$ cat src/assert_macros.svh
// ----------------------------------------------------------------------------
// Assertion macros
// Shared concurrent assertion forms, clocked and disabled during reset.
// ----------------------------------------------------------------------------
`ifndef ASSERT_MACROS_SVH
`define ASSERT_MACROS_SVH

// cond must hold at every clock edge out of reset
`define ASSERT_ALWAYS(label, clk, rst_n, cond, msg) \
	label: assert property (@(posedge clk) disable iff (!rst_n) (cond)) else $error(msg);

// cons must hold in the same cycle as ante
`define ASSERT_IMPLIES(label, clk, rst_n, ante, cons, msg) \
	label: assert property (@(posedge clk) disable iff (!rst_n) (ante) |-> (cons)) \
		else $error(msg);

// cons must hold in the cycle after ante
`define ASSERT_NEXT(label, clk, rst_n, ante, cons, msg) \
	label: assert property (@(posedge clk) disable iff (!rst_n) (ante) |=> (cons)) \
		else $error(msg);

`endif

$ cat src/swvr_pkg.sv
`timescale 1ns / 1ps
// ----------------------------------------------------------------------------
// swvr_pkg
// Types and constants shared by the stack controller, datapath and top level.
// ----------------------------------------------------------------------------
package swvr_pkg;

	localparam int DATA_W    = 32;
	localparam int COUNT_W   = 9;
	localparam int DEPTH_DEF = 256;
	localparam int S_TDATA_W = 40;
	localparam int M_TDATA_W = 48;

	typedef enum logic [1:0] {
		OP_PUSH   = 2'd0,
		OP_POP    = 2'd1,
		OP_PEEK   = 2'd2,
		OP_REMOVE = 2'd3
	} op_t;

	typedef enum logic [1:0] {
		ST_OK    = 2'd0,
		ST_EMPTY = 2'd1,
		ST_FULL  = 2'd2
	} status_t;

	// controller -> datapath
	typedef struct packed {
		logic    take;        // latch request operand
		logic    push_wr;     // write operand on top, count up
		logic    top_rd;      // read top entry
		logic    pop_dec;     // count down
		logic    scan_start;  // clear scan pointers
		logic    scan_step;   // compaction step
		logic    scan_end;    // count <= compacted count
		logic    out_load;    // load output register
		logic    out_sel_rd;  // result value from read data
		status_t out_status;
	} cmd_t;

	// datapath -> controller
	typedef struct packed {
		logic empty;
		logic full;
		logic scan_idle;  // all entries read and compared
		logic out_free;   // output register can take a result
	} dp_stat_t;

endpackage

$ cat src/swvr_ctrl.sv
`timescale 1ns / 1ps
// ----------------------------------------------------------------------------
// swvr_ctrl
// Stack controller: decodes requests and sequences the datapath.
// ----------------------------------------------------------------------------
`include "assert_macros.svh"

module swvr_ctrl (
	input  logic               clk,
	input  logic               arst_n,
	input  logic               s_tvalid,
	output logic               s_tready,
	input  swvr_pkg::op_t      opcode,
	input  swvr_pkg::dp_stat_t stat,
	output swvr_pkg::cmd_t     cmd
);

	typedef enum logic [1:0] {
		S_IDLE,
		S_SCAN,
		S_FIN
	} state_t;

	state_t            state_q, state_d;
	logic              sel_rd_q, sel_rd_d;
	swvr_pkg::status_t res_q, res_d;

	assign s_tready = (state_q == S_IDLE);

	always_comb begin
		cmd        = '0;
		state_d    = state_q;
		sel_rd_d   = sel_rd_q;
		res_d      = res_q;
		cmd.out_sel_rd = sel_rd_q;
		cmd.out_status = res_q;
		case (state_q)
			S_IDLE: begin
				if (s_tvalid) begin
					cmd.take = 1'b1;
					sel_rd_d = 1'b0;
					res_d    = swvr_pkg::ST_OK;
					state_d  = S_FIN;
					case (opcode)
						swvr_pkg::OP_PUSH: begin
							if (stat.full) begin
								res_d = swvr_pkg::ST_FULL;
							end else begin
								cmd.push_wr = 1'b1;
							end
						end
						swvr_pkg::OP_POP, swvr_pkg::OP_PEEK: begin
							if (stat.empty) begin
								res_d = swvr_pkg::ST_EMPTY;
							end else begin
								cmd.top_rd  = 1'b1;
								cmd.pop_dec = (opcode == swvr_pkg::OP_POP);
								sel_rd_d    = 1'b1;
							end
						end
						default: begin
							if (stat.empty) begin
								res_d = swvr_pkg::ST_EMPTY;
							end else begin
								cmd.scan_start = 1'b1;
								state_d        = S_SCAN;
							end
						end
					endcase
				end
			end
			S_SCAN: begin
				cmd.scan_step = 1'b1;
				if (stat.scan_idle) begin
					cmd.scan_end = 1'b1;
					state_d      = S_FIN;
				end
			end
			S_FIN: begin
				if (stat.out_free) begin
					cmd.out_load = 1'b1;
					state_d      = S_IDLE;
				end
			end
			default: begin
				state_d = S_IDLE;
			end
		endcase
	end

	always_ff @(posedge clk or negedge arst_n) begin
		if (!arst_n) begin
			state_q  <= S_IDLE;
			sel_rd_q <= 1'b0;
			res_q    <= swvr_pkg::ST_OK;
		end else begin
			state_q  <= state_d;
			sel_rd_q <= sel_rd_d;
			res_q    <= res_d;
		end
	end

	`ASSERT_NEXT(a_load_idle, clk, arst_n, cmd.out_load, s_tready, "no return to idle after result")
	`ASSERT_NEXT(a_take_busy, clk, arst_n, cmd.take, !s_tready, "request taken without work")
	`ASSERT_IMPLIES(a_one_mem_write, clk, arst_n, cmd.push_wr, !cmd.scan_step,
		"push during compaction")

endmodule

$ cat config.mk
export PLATFORM = sky130hd
export DESIGN_NAME = swvr_ctrl
export DESIGN_NICKNAME = d
export VERILOG_FILES = /design/src/swvr_pkg.sv /design/src/swvr_ctrl.sv
export VERILOG_INCLUDE_DIRS = /design/src /design/src/src
export SDC_FILE = /design/constraint.sdc
export NUM_CORES = 1
export LEC_CHECK = 0
export BUFFER_PORTS_ARGS = -buffer_cell sky130_fd_sc_hd__buf_2
export CAP_MARGIN = 20
export CORE_AREA = 2 2 39 41
export CTS_CLUSTER_SIZE = 28
export DETAILED_ROUTE_END_ITERATION = 10
export DIE_AREA = 0 0 41 43
export GPL_TIMING_DRIVEN = 0
export PLACE_DENSITY = 0.66
export SLEW_MARGIN = 40
export SYNTH_ARGS = -nofsm -noshare
export SYNTH_HDL_FRONTEND = slang
export SYNTH_SLANG_ARGS = --single-unit
export TNS_END_PERCENT = 1
$ cat constraint.sdc
create_clock -name clk -period 1.25 [get_ports clk]
set_input_delay 0.0625 -clock clk [delete_from_list [all_inputs] [get_ports clk]]
set_output_delay 0.0625 -clock clk [all_outputs]
set_load 0.01 [all_outputs]
==> results.md, run 1 <==
- Syn_area_per_cell: 10.7 µm²
- Slew Viols, Final: 0
- Vias in the first global route: roughly 330
- PortBufs: 20
- CP peak stage delay: 450 ps
- Gpl congestion: about 0.7
- Max cap viols: 0
- Req. time, crit path: ~1200 ps
- WP data arrival: ~1400 ps
- Placed Cells: just under 70
- Slew @ Worst Pin: roughly 140 ps
- Top-Level Pins: 21
- Via density per instance: 4.24
- Critical Path Sink Type: output pin
- Fin worst setup slack: -205 ps
- ANT cells: 0
- Clock Latency Late Sink: about 250 ps
- Number of synthesized register bits: 5
- Outcome: complete, but fails checks
- Synthesis-to-finish area growth: 68.0%
- CP max FO: 5
- Post-Layout Cell Count: 79
- Crit path time final: about 1500 ps
- First-pass iteration count of the detailed router: 4
- Die height: between 40 and 50 µm
- Crit Path Class: flop to output pin
- DR iter-0 viols: 2
- Mapped Cells: 33
- Clock Pin Slew Worst Setup and Hold Paths: 40 ps
- CTS Buffer Depth: 2
- Core footprint: about 0.0014 mm²
- Die area: 0.00176 mm²
- Nets: 76
- Slew margin rel.: 90.5%
- Critical Path Source Type: flop
- Endpoints failing setup: 8
- Clk_skew: about 7.3 ps
- CP top delay family: simple AND/OR/NAND/NOR gates
- Synth cell types: 18
- Tcrit/Tclk final: 116%
- Clock sink count: 5
- Failing checks: setup timing
- Pwr Density: between 1000 and 1500 mW/mm²
- Fin util: between 40% and 50%
- Clock buffer count from CTS: 3
- DRC viols: 0
- RSZ-0062 raised after global routing: yes
- H-tree Lvls: 1
- Row count: 14
- Total Routed Length: about 800 µm
- Largest net degree at the start of global routing: 6
- Fill count: about 140
- Hpwl dp: 566 µm
- GRT Total Usage: about an eighth
- Final hold viol count: 0
- CTS Root Cell: clkbuf_4
- Post-synthesis net count: between 40 and 50
- Most common cell after layout, fill and taps aside: buf_2
- Synth Warn #: 0
- Starting Density: about a quarter
- Antenna viol nets, final: 0
- Via count: 335
- Most frequent cells in the layout: 18 x buf_2, 5 x dfrtp_1, 4 x inv_1, 4 x buf_4
- Max VDD drop: roughly 0.46 mV
- CTS tree: built
- Worst path slowest cell: or3b_4
- Fraction of layout cells with a size suffix above 1: about two thirds
- Antenna violations before repair: 0
- WL/cell: ~10 µm
- Max Fclk: 0.688 GHz
- GR Overflow Total: 0
- Leak Pwr: around 0.33 nW
- First-pass GRT wire length: approximately 1300 µm
- Min-delay worst type: input port to flop
- Die Width: about 41 µm
- Crit path buffers/inverters: 1
- Register area share after synthesis: between 30% and 40%
- Area of the mapped netlist: approximately 350 µm²
- CP cell instances: or3b_4 > nor3b_2 > buf_2
## power by group
| part | total [mW] | internal (mW) | switching, mW |
|---|---|---|---|
| clock | 0.191 | 0.121 | 0.0703 |
| sequential | 0.216 | 0.196 | 0.0204 |
| combinational | 0.294 | 0.179 | 0.115 |
## worst min-delay path, stage by stage
cell and delay, ps:
buf_2 80, inv_1 30, o2bb2ai_1 110
## cells in the mapped netlist
| cell type | number | area, µm² |
|---|---|---|
| a211o_2 | 1 | 10.0 |
| and2_1 | 1 | 6.26 |
| and2b_2 | 1 | 8.76 |
| and3b_2 | 2 | 20.0 |
| buf_4 | 1 | 7.51 |
| dfrtp_1 | 5 | 125 |
| ha_1 | 3 | 37.5 |
| inv_1 | 4 | 15.0 |
| inv_6 | 1 | 8.76 |
| mux2_4 | 2 | 30.0 |
| mux2i_1 | 1 | 10.0 |
| nand2_1 | 1 | 3.75 |
| nand2b_1 | 1 | 6.26 |
| nor2_1 | 2 | 7.51 |
| nor2b_1 | 2 | 12.5 |
| nor3b_1 | 3 | 22.5 |
| o2bb2ai_1 | 1 | 8.76 |
| or3b_4 | 1 | 11.3 |
## path summary, 6_finish.rpt
path | from | end | slack, ps | cells past startpoint
max | state_q[0] | cmd[9] | -200 | 3
min | stat[1] | state_q[0] | 90 | 3
max reg2reg | state_q[0] | sel_rd_q | -180 | 4
min reg2reg | res_q[0] | res_q[0] | 510 | 1
max in group asynchronous | arst_n | state_q[1] | 960 | 2
min in group asynchronous | arst_n | res_q[1] | 150 | 2
## layout make-up
cell class                 instances  area, µm²  share of cell area, %
inverter                           5       23.8                   4.03
buffer                             1       7.51                   1.27
multi-input combinational         22        211                   35.8
tap                               16       20.0                   3.39
clock buffer                       4       26.3                   4.45
timing repair buffer              26        176                   29.9
sequential                         5        125                   21.2
## flip-flops by register name, indices dropped and copies added (netlist names)
register,count
res_q,2
state_q,2
sel_rd_q,1
## through the flow
step	setup TNS, ps	setup slack [ps]	hold slack, ps	cell area (µm²)	power [mW]
after CTS	-1430	-217	80.7	587	0.701
after floorplan	-173	-86.3	-233	352	0.360
final	-1390	-205	93.2	591	0.701
after global placement	-334	-125	-123	472	0.437
after global routing	-1700	-251	107	591	0.749
after detailed placement	-312	-126	-123	472	0.439
## cells by family after synthesis
kind of cell             Yosys count  share of synthesized area [%]
AO/OA/AOI/OAI                      2                           5.34
adder cells (fa/ha/maj)            3                           10.7
multiplexers                       3                           11.4
buffers and inverters              6                           8.90
AND/OR/NAND/NOR                   14                           28.1
flip-flops                         5                           35.6
## layer usage
layer / vias to the layer above / wire (µm) / track usage [%]
met5: - / 0 / 0
met4: 0 / 25 / 12.0
met3: 3 / 54 / 3.14
met2: 17 / 398 / 17.2
met1: 148 / 322 / 13.4
li1: 167 / - / -
## what timing repair did
action                                  in CTS  in global routing
endpoints found under the setup margin       7                  8
endpoints found under the hold margin        5                  0
setup buffers                                5                  0
gates resized for setup                      6                  2
hold buffers                                 1                  0
pin swaps                                    3                  1
Power figures use the tool's default switching activity.
==> inputs of run 2 (changes only) <==
--- a/config.mk
+++ b/config.mk
@@ -6,6 +6,7 @@
 export SDC_FILE = /design/constraint.sdc
 export NUM_CORES = 1
 export LEC_CHECK = 0
+export ABC_AREA = 1
 export BUFFER_PORTS_ARGS = -buffer_cell sky130_fd_sc_hd__buf_2
 export CAP_MARGIN = 20
 export CORE_AREA = 2 2 39 41
@@ -13,7 +14,8 @@
 export DETAILED_ROUTE_END_ITERATION = 10
 export DIE_AREA = 0 0 41 43
 export GPL_TIMING_DRIVEN = 0
-export PLACE_DENSITY = 0.66
+export MAX_ROUTING_LAYER = met4
+export PLACE_DENSITY = 0.58
 export SLEW_MARGIN = 40
 export SYNTH_ARGS = -nofsm -noshare
 export SYNTH_HDL_FRONTEND = slang
==> run 2 against run 1 <==
The flow still finishes with violations (setup timing). Clock skew decreased by 5.2 ps. Die area did not move. Clock-buffer cell count did not move. Critical path type unchanged. Largest cell class unchanged.
==> results.md, run 2 <==
- Clk_skew: roughly 2.2 ps
- Max Fclk: roughly 0.8 GHz
- Area of the mapped netlist: about 350 µm²
- TNS Setup: -7.27 ps
- Tot Pwr: approximately 650 µW
- Critical Path Sink Type: output pin
- Worst path slowest cell: dfrtp_1
- Clock share of power: around 30%
- Clock Pin Slew Worst Setup and Hold Paths: about 50 ps
- WP data arrival: around 1200 ps
- Synth cell count leaders: 12 x inv_1, 10 x nand2_1, 5 x dfrtp_1
- Top-area cell type share of the netlist area: a little over a third
- Synth Warn #: 0
- CTS Root Cell: clkbuf_4
- Seq pwr share: 33.0%
- Vias in the first global route: 330
- Max VDD drop: 0.325 mV
- Outcome: complete, but fails checks
- Mux share of post-synthesis cell area: 0%
- GR Overflow Total: 0
- Top-Level Pins: 21
- Total Routed Length: around 800 µm
- DR iter-0 viols: 2
- Req. time, crit path: about 1200 ps
- Crit Path Class: flop to output pin
- Die area: 0.00176 mm²
- CP cell instances: nor2_4 > nand4_1 > inv_1 > buf_2
- Most frequent cells in the layout: 20 x buf_2, 12 x inv_1, 10 x nand2_1, 7 x buf_4, 4 x dfrtp_1
- Clock sink count: 5
- Placed Area: ~470 µm²
- Switching share of power: between 30% and 40%
- Gpl congestion: just over 0.7
- Xor/xnor share of the synthesized area: 0%
- Slew Viols, Final: 0
- Post-synthesis net count: 57
- Slew margin rel.: between 80% and 90%
- Largest family of logic cells by synthesized area: simple AND/OR/NAND/NOR gates
- RSZ-0062 raised after global routing: yes
- CP max FO: 5
- Number of synthesized register bits: 5
- Fin worst setup slack: -7.27 ps
- Die height: around 43 µm
- Most common flop cell mapped by yosys: dfrtp_1
- Top Registers: res_q (2), state_q (2), sel_rd_q (1)
- Post-Synth Adder-Cell Area: about 11%
- CTS Buffer Depth: 2
- CTS tree: built
- Pwr Density: ~1200 mW/mm²
- Min Hold Slack: 93.5 ps
- Net switching power: around 220 µW
- Synth top area cells: dfrtp_1 36%, inv_1 13%, ha_1 11%
- CP peak stage delay: roughly 400 ps
- Final hold viol count: 0
- Antenna viol nets, final: 0
- Core footprint: between 0.001 and 0.0015 mm²
- Yosys top cell by area: dfrtp_1
- Synthesis-to-finish area growth: 59.3%
- Simple-Gate Fraction of Synth Area: roughly 36%
- Failing checks: setup timing
- Crit path time final: 1260 ps
- Min-delay worst type: input port to flop
- GRT Total Usage: ~9.9%
- Asr flop ratio synth: between 90% and 100%
- Slew @ Worst Pin: around 160 ps
- Fill count: between 150 and 200
- PortBufs: 20
- Clock Latency Late Sink: about 240 ps
- Most common cell after layout, fill and taps aside: buf_2
- Clock buffer count from CTS: 3
- WL/cell: 8.67 µm
- Die Width: 41 µm
- EDFF count, synth: 0
- Fraction of layout cells with a size suffix above 1: between 40% and 50%
- Compound-cell area share of the yosys netlist: under 10%
- First-pass GRT wire length: between 1000 and 1500 µm
- H-tree Lvls: 1
- ANT cells: 0
- Hpwl dp: just over 600 µm
- Count leader, synth: inv_1
- Tcrit/Tclk final: 101%
- Endpoints failing setup: 1
- Max cap viols: 0
- Via density per instance: between 3 and 4
- Mapped Cells: 45
- Leak Pwr: 0.364 nW
- Nets: slightly below 90
- Row count: 14
- First-pass iteration count of the detailed router: 2
- DRC viols: 0
- Syn_area_per_cell: ~7.8 µm²
- Register area share after synthesis: 35.7%
- Via count: 364
- Internal power: 433 µW
- Critical Path Source Type: flop
- Starting Density: between 20% and 30%
- Largest net degree at the start of global routing: 7
- Post-route cell area: 558 µm²
- Synth cell types: 13
- Combinational share of power: between 30 and 40%
- Antenna violations before repair: 0
==> run 2: timing repair <==
action,4_1_cts,5_1_grt
hold buffers,1,0
pin swaps,2,3
hold endpoints to repair,5,0
buffers inserted,4,2
resized for setup,1,1
endpoints found under the setup margin,4,5
==> run 2: critical path: cells and delay by family (launching register included) <==
family,cells,cell delay (ps)
flops,1,400
simple gates,2,350
buf+inv,2,200
==> run 2: worst paths after layout <==
kind	start	end	slack, ps	cells after the start
hold / removal	stat[1]	state_q[0]	90	4
hold reg to reg	res_q[0]	res_q[0]	480	2
setup / recovery	state_q[1]	cmd[8]	-7	4
min in group asynchronous	arst_n	sel_rd_q	170	2
setup reg to reg	state_q[1]	res_q[1]	80	6
max in group asynchronous	arst_n	state_q[0]	940	2
==> run 2: layer usage <==
| layer | GRT usage [%] | part of all wire, % | vias to the layer above |
|---|---|---|---|
| met4 | 4.00 | 0 | 0 |
| met3 | 3.14 | 6.3 | 0 |
| met2 | 17.2 | 53 | 13 |
| met1 | 9.48 | 40 | 152 |
| met5 | - | 0 | - |
| li1 | - | - | 199 |
==> run 2: cells by family (layout without fill, tap and decap cells) <==
group                      count (synthesis)  after routing
buffers and inverters                     13             44
adders and majority gates                  3              3
DFF                                        5              5
and+or+nand+nor                           23             23
AOI/OAI and AO/OA                          1              1
==> run 2: power by group through the flow <==
stage | Combinational [mW] | Clock, mW | Sequential [mW]
after floorplan | 0.120 | 0 | 0.220
after global placement | 0.202 | 0 | 0.216
after detailed placement | 0.205 | 0 | 0.216
after CTS | 0.234 | 0.189 | 0.214
after global routing | 0.275 | 0.213 | 0.217
final | 0.246 | 0.190 | 0.215
==> run 2: stage by stage <==
step	setup WS, ps	util, %	cells
5_1_grt	-83.0	40.3	92
3_5_place_dp	219	34.0	81
6_report	-7.27	40.3	92
2_1_floorplan	296	-	45
3_3_place_gp	212	34.0	81
4_1_cts	7.21	38.9	90
==> run 2: layout make-up <==
| type | count | area [µm²] | area share [%] |
|---|---|---|---|
| Buffer | 1 | 7.51 | 1.35 |
| Clock buffer | 4 | 26.3 | 4.71 |
| Inverter | 12 | 45.0 | 8.07 |
| Multi-Input combinational cell | 27 | 178 | 31.8 |
| Sequential cell | 5 | 126 | 22.6 |
| Tap cell | 16 | 20.0 | 3.59 |
| Timing Repair Buffer | 27 | 155 | 27.8 |
==> inputs of run 3 (changes only) <==
==> constraint.sdc (replaced) <==
create_clock -name clk -period 1 [get_ports clk]
set_input_delay 0.05 -clock clk [delete_from_list [all_inputs] [get_ports clk]]
set_output_delay 0.05 -clock clk [all_outputs]
set_load 0.01 [all_outputs]
==> run 3 against run 2 <==
The flow still finishes with violations (setup timing). Non-clock buffer count stayed put. Sequential power is 25% higher. Die area stayed put. Global-route usage is 0.21 points higher. Design area is 1.6% higher. First-iteration DRC count stayed put. Setup slack worse by 240 ps. Clock power is 25% higher. Highest routed layer unchanged.
==> results.md, run 3 (synthesized netlist as in run 2, its figures left out) <==
- Vias in the first global route: about 340
- Fraction of layout cells with a size suffix above 1: approximately 50%
- Clock sink count: 5
- Die area: approximately 0.0018 mm²
- Failing checks: setup timing
- Top-Level Pins: 21
- Gpl congestion: 0.722
- Tcrit/Tclk final: 125%
- Top Registers: res_q (2), state_q (2), sel_rd_q (1)
- WP data arrival: ~1200 ps
- Slew @ Worst Pin: 163 ps
- Crit Path Class: flop to output pin
- Req. time, crit path: 950 ps
- Min Hold Slack: slightly below 90 ps
- Clock buffer count from CTS: 3
- Die Width: slightly above 40 µm
- Via count: roughly 370
- Pwr Density: 1450 mW/mm²
- Crit path time final: 1250 ps
- Critical Path Sink Type: output pin
- DR iter-0 viols: 2
- GRT Total Usage: around a tenth
- Max cap viols: 0
- Hpwl dp: ~620 µm
- Slew Viols, Final: 0
- Via density per instance: approximately 4.0
- Leak Pwr: approximately 0.36 nW
- WL/cell: around 9 µm
- Antenna viol nets, final: 0
- Final hold viol count: 0
- Max VDD drop: slightly above 0.4 mV
- First-pass iteration count of the detailed router: 2
- CTS Buffer Depth: 2
- Starting Density: 25.3%
- Nets: 89
- Synthesis-to-finish area growth: 61.8%
- Endpoints failing setup: 13
- Placed Area: approximately 470 µm²
- Largest net degree at the start of global routing: 7
- Clock Pin Slew Worst Setup and Hold Paths: 50 ps
- Placed Cells: around 80
- RSZ-0062 raised after global routing: yes
- Post-route cell area: ~570 µm²
- ANT cells: 0
- CTS Root Cell: clkbuf_4
- CP max FO: 5
- GR Overflow Total: 0
- Die height: roughly 43 µm
- Post-Layout Cell Count: slightly above 90
- TNS Setup: -1860 ps
- Min-delay worst type: input port to flop
- CTS tree: built
- Clk_skew: 2.19 ps
- Tot Pwr: just over 800 µW
- Total Routed Length: a little over 800 µm
- Most frequent cells in the layout: 20 x buf_2, 12 x inv_1, 10 x nand2_1, 6 x buf_4, 4 x dfrtp_1
- H-tree Lvls: 1
- PortBufs: 20
- First-pass GRT wire length: roughly 1200 µm
- Antenna violations before repair: 0
- Max Fclk: approximately 0.8 GHz
- Fin worst setup slack: -245 ps
- Slew margin rel.: about nine tenths
- Outcome: complete, but fails checks
- Core footprint: ~0.0014 mm²
- Clock Latency Late Sink: ~240 ps
- DRC viols: 0
- Most common cell after layout, fill and taps aside: buf_2
- Row count: 14
- Critical Path Source Type: flop
## run 3: cell counts in the layout (fill, tap and decap cells not counted)
Identical to the previous run, type by type.
## run 3: layer usage
metal / GRT usage [%] / wire length (µm)
met5: - / 0
met4: 4.00 / 0
met3: 3.14 / 51
met2: 17.8 / 450
met1: 9.48 / 324
## run 3: final timing paths
kind,startpoint,to,slack [ps],cells after the start
hold reg to reg,res_q[0],res_q[0],480,2
min in group asynchronous,arst_n,sel_rd_q,160,2
setup / recovery,state_q[1],cmd[8],-250,4
max in group asynchronous,arst_n,state_q[0],700,2
hold / removal,stat[3],res_q[0],90,3
setup reg to reg,state_q[1],res_q[1],-170,6
## run 3: through the flow
stage	worst slack [ps]	utilization [%]
2_1_floorplan	58.7	-
3_3_place_gp	-25.0	34.0
3_5_place_dp	-18.4	34.0
4_1_cts	-230	39.6
5_1_grt	-320	41.0
6_report	-245	41.0
## run 3: worst max-delay path, cell delays in order, from the launching register on
cell and delay (ps):
dfrtp_1 400, nor2_4 190, nand4_1 160, inv_1 80, buf_2 120
## run 3: area by class of cell
type / instances / area, µm²
Sequential cell: 5 / 126
Fill cell: 156 / 817
Timing Repair Buffer: 27 / 159
Buffer: 1 / 7.51
Inverter: 12 / 45.0
Clock buffer: 4 / 26.3
Tap cell: 16 / 20.0
Multi-Input combinational cell: 27 / 183
## run 3: where the power goes
| group | leakage, nW | total (mW) | internal, mW | switching, mW |
|---|---|---|---|---|
| registers | 0.0636 | 0.269 | 0.241 | 0.0277 |
| logic | 0.285 | 0.314 | 0.151 | 0.163 |
| clock network | 0.0150 | 0.237 | 0.151 | 0.0863 |
| total | 0.363 | 0.820 | 0.543 | 0.277 |
## run 3: repair_timing
item / in CTS / in global routing
hold buffers: 1 / 0
gates resized for setup: 3 / 1
endpoints found under the hold margin: 5 / 0
gates cloned: 0 / 0
pin swaps: 2 / 4
setup buffers: 4 / 2
endpoints found under the setup margin: 9 / 13
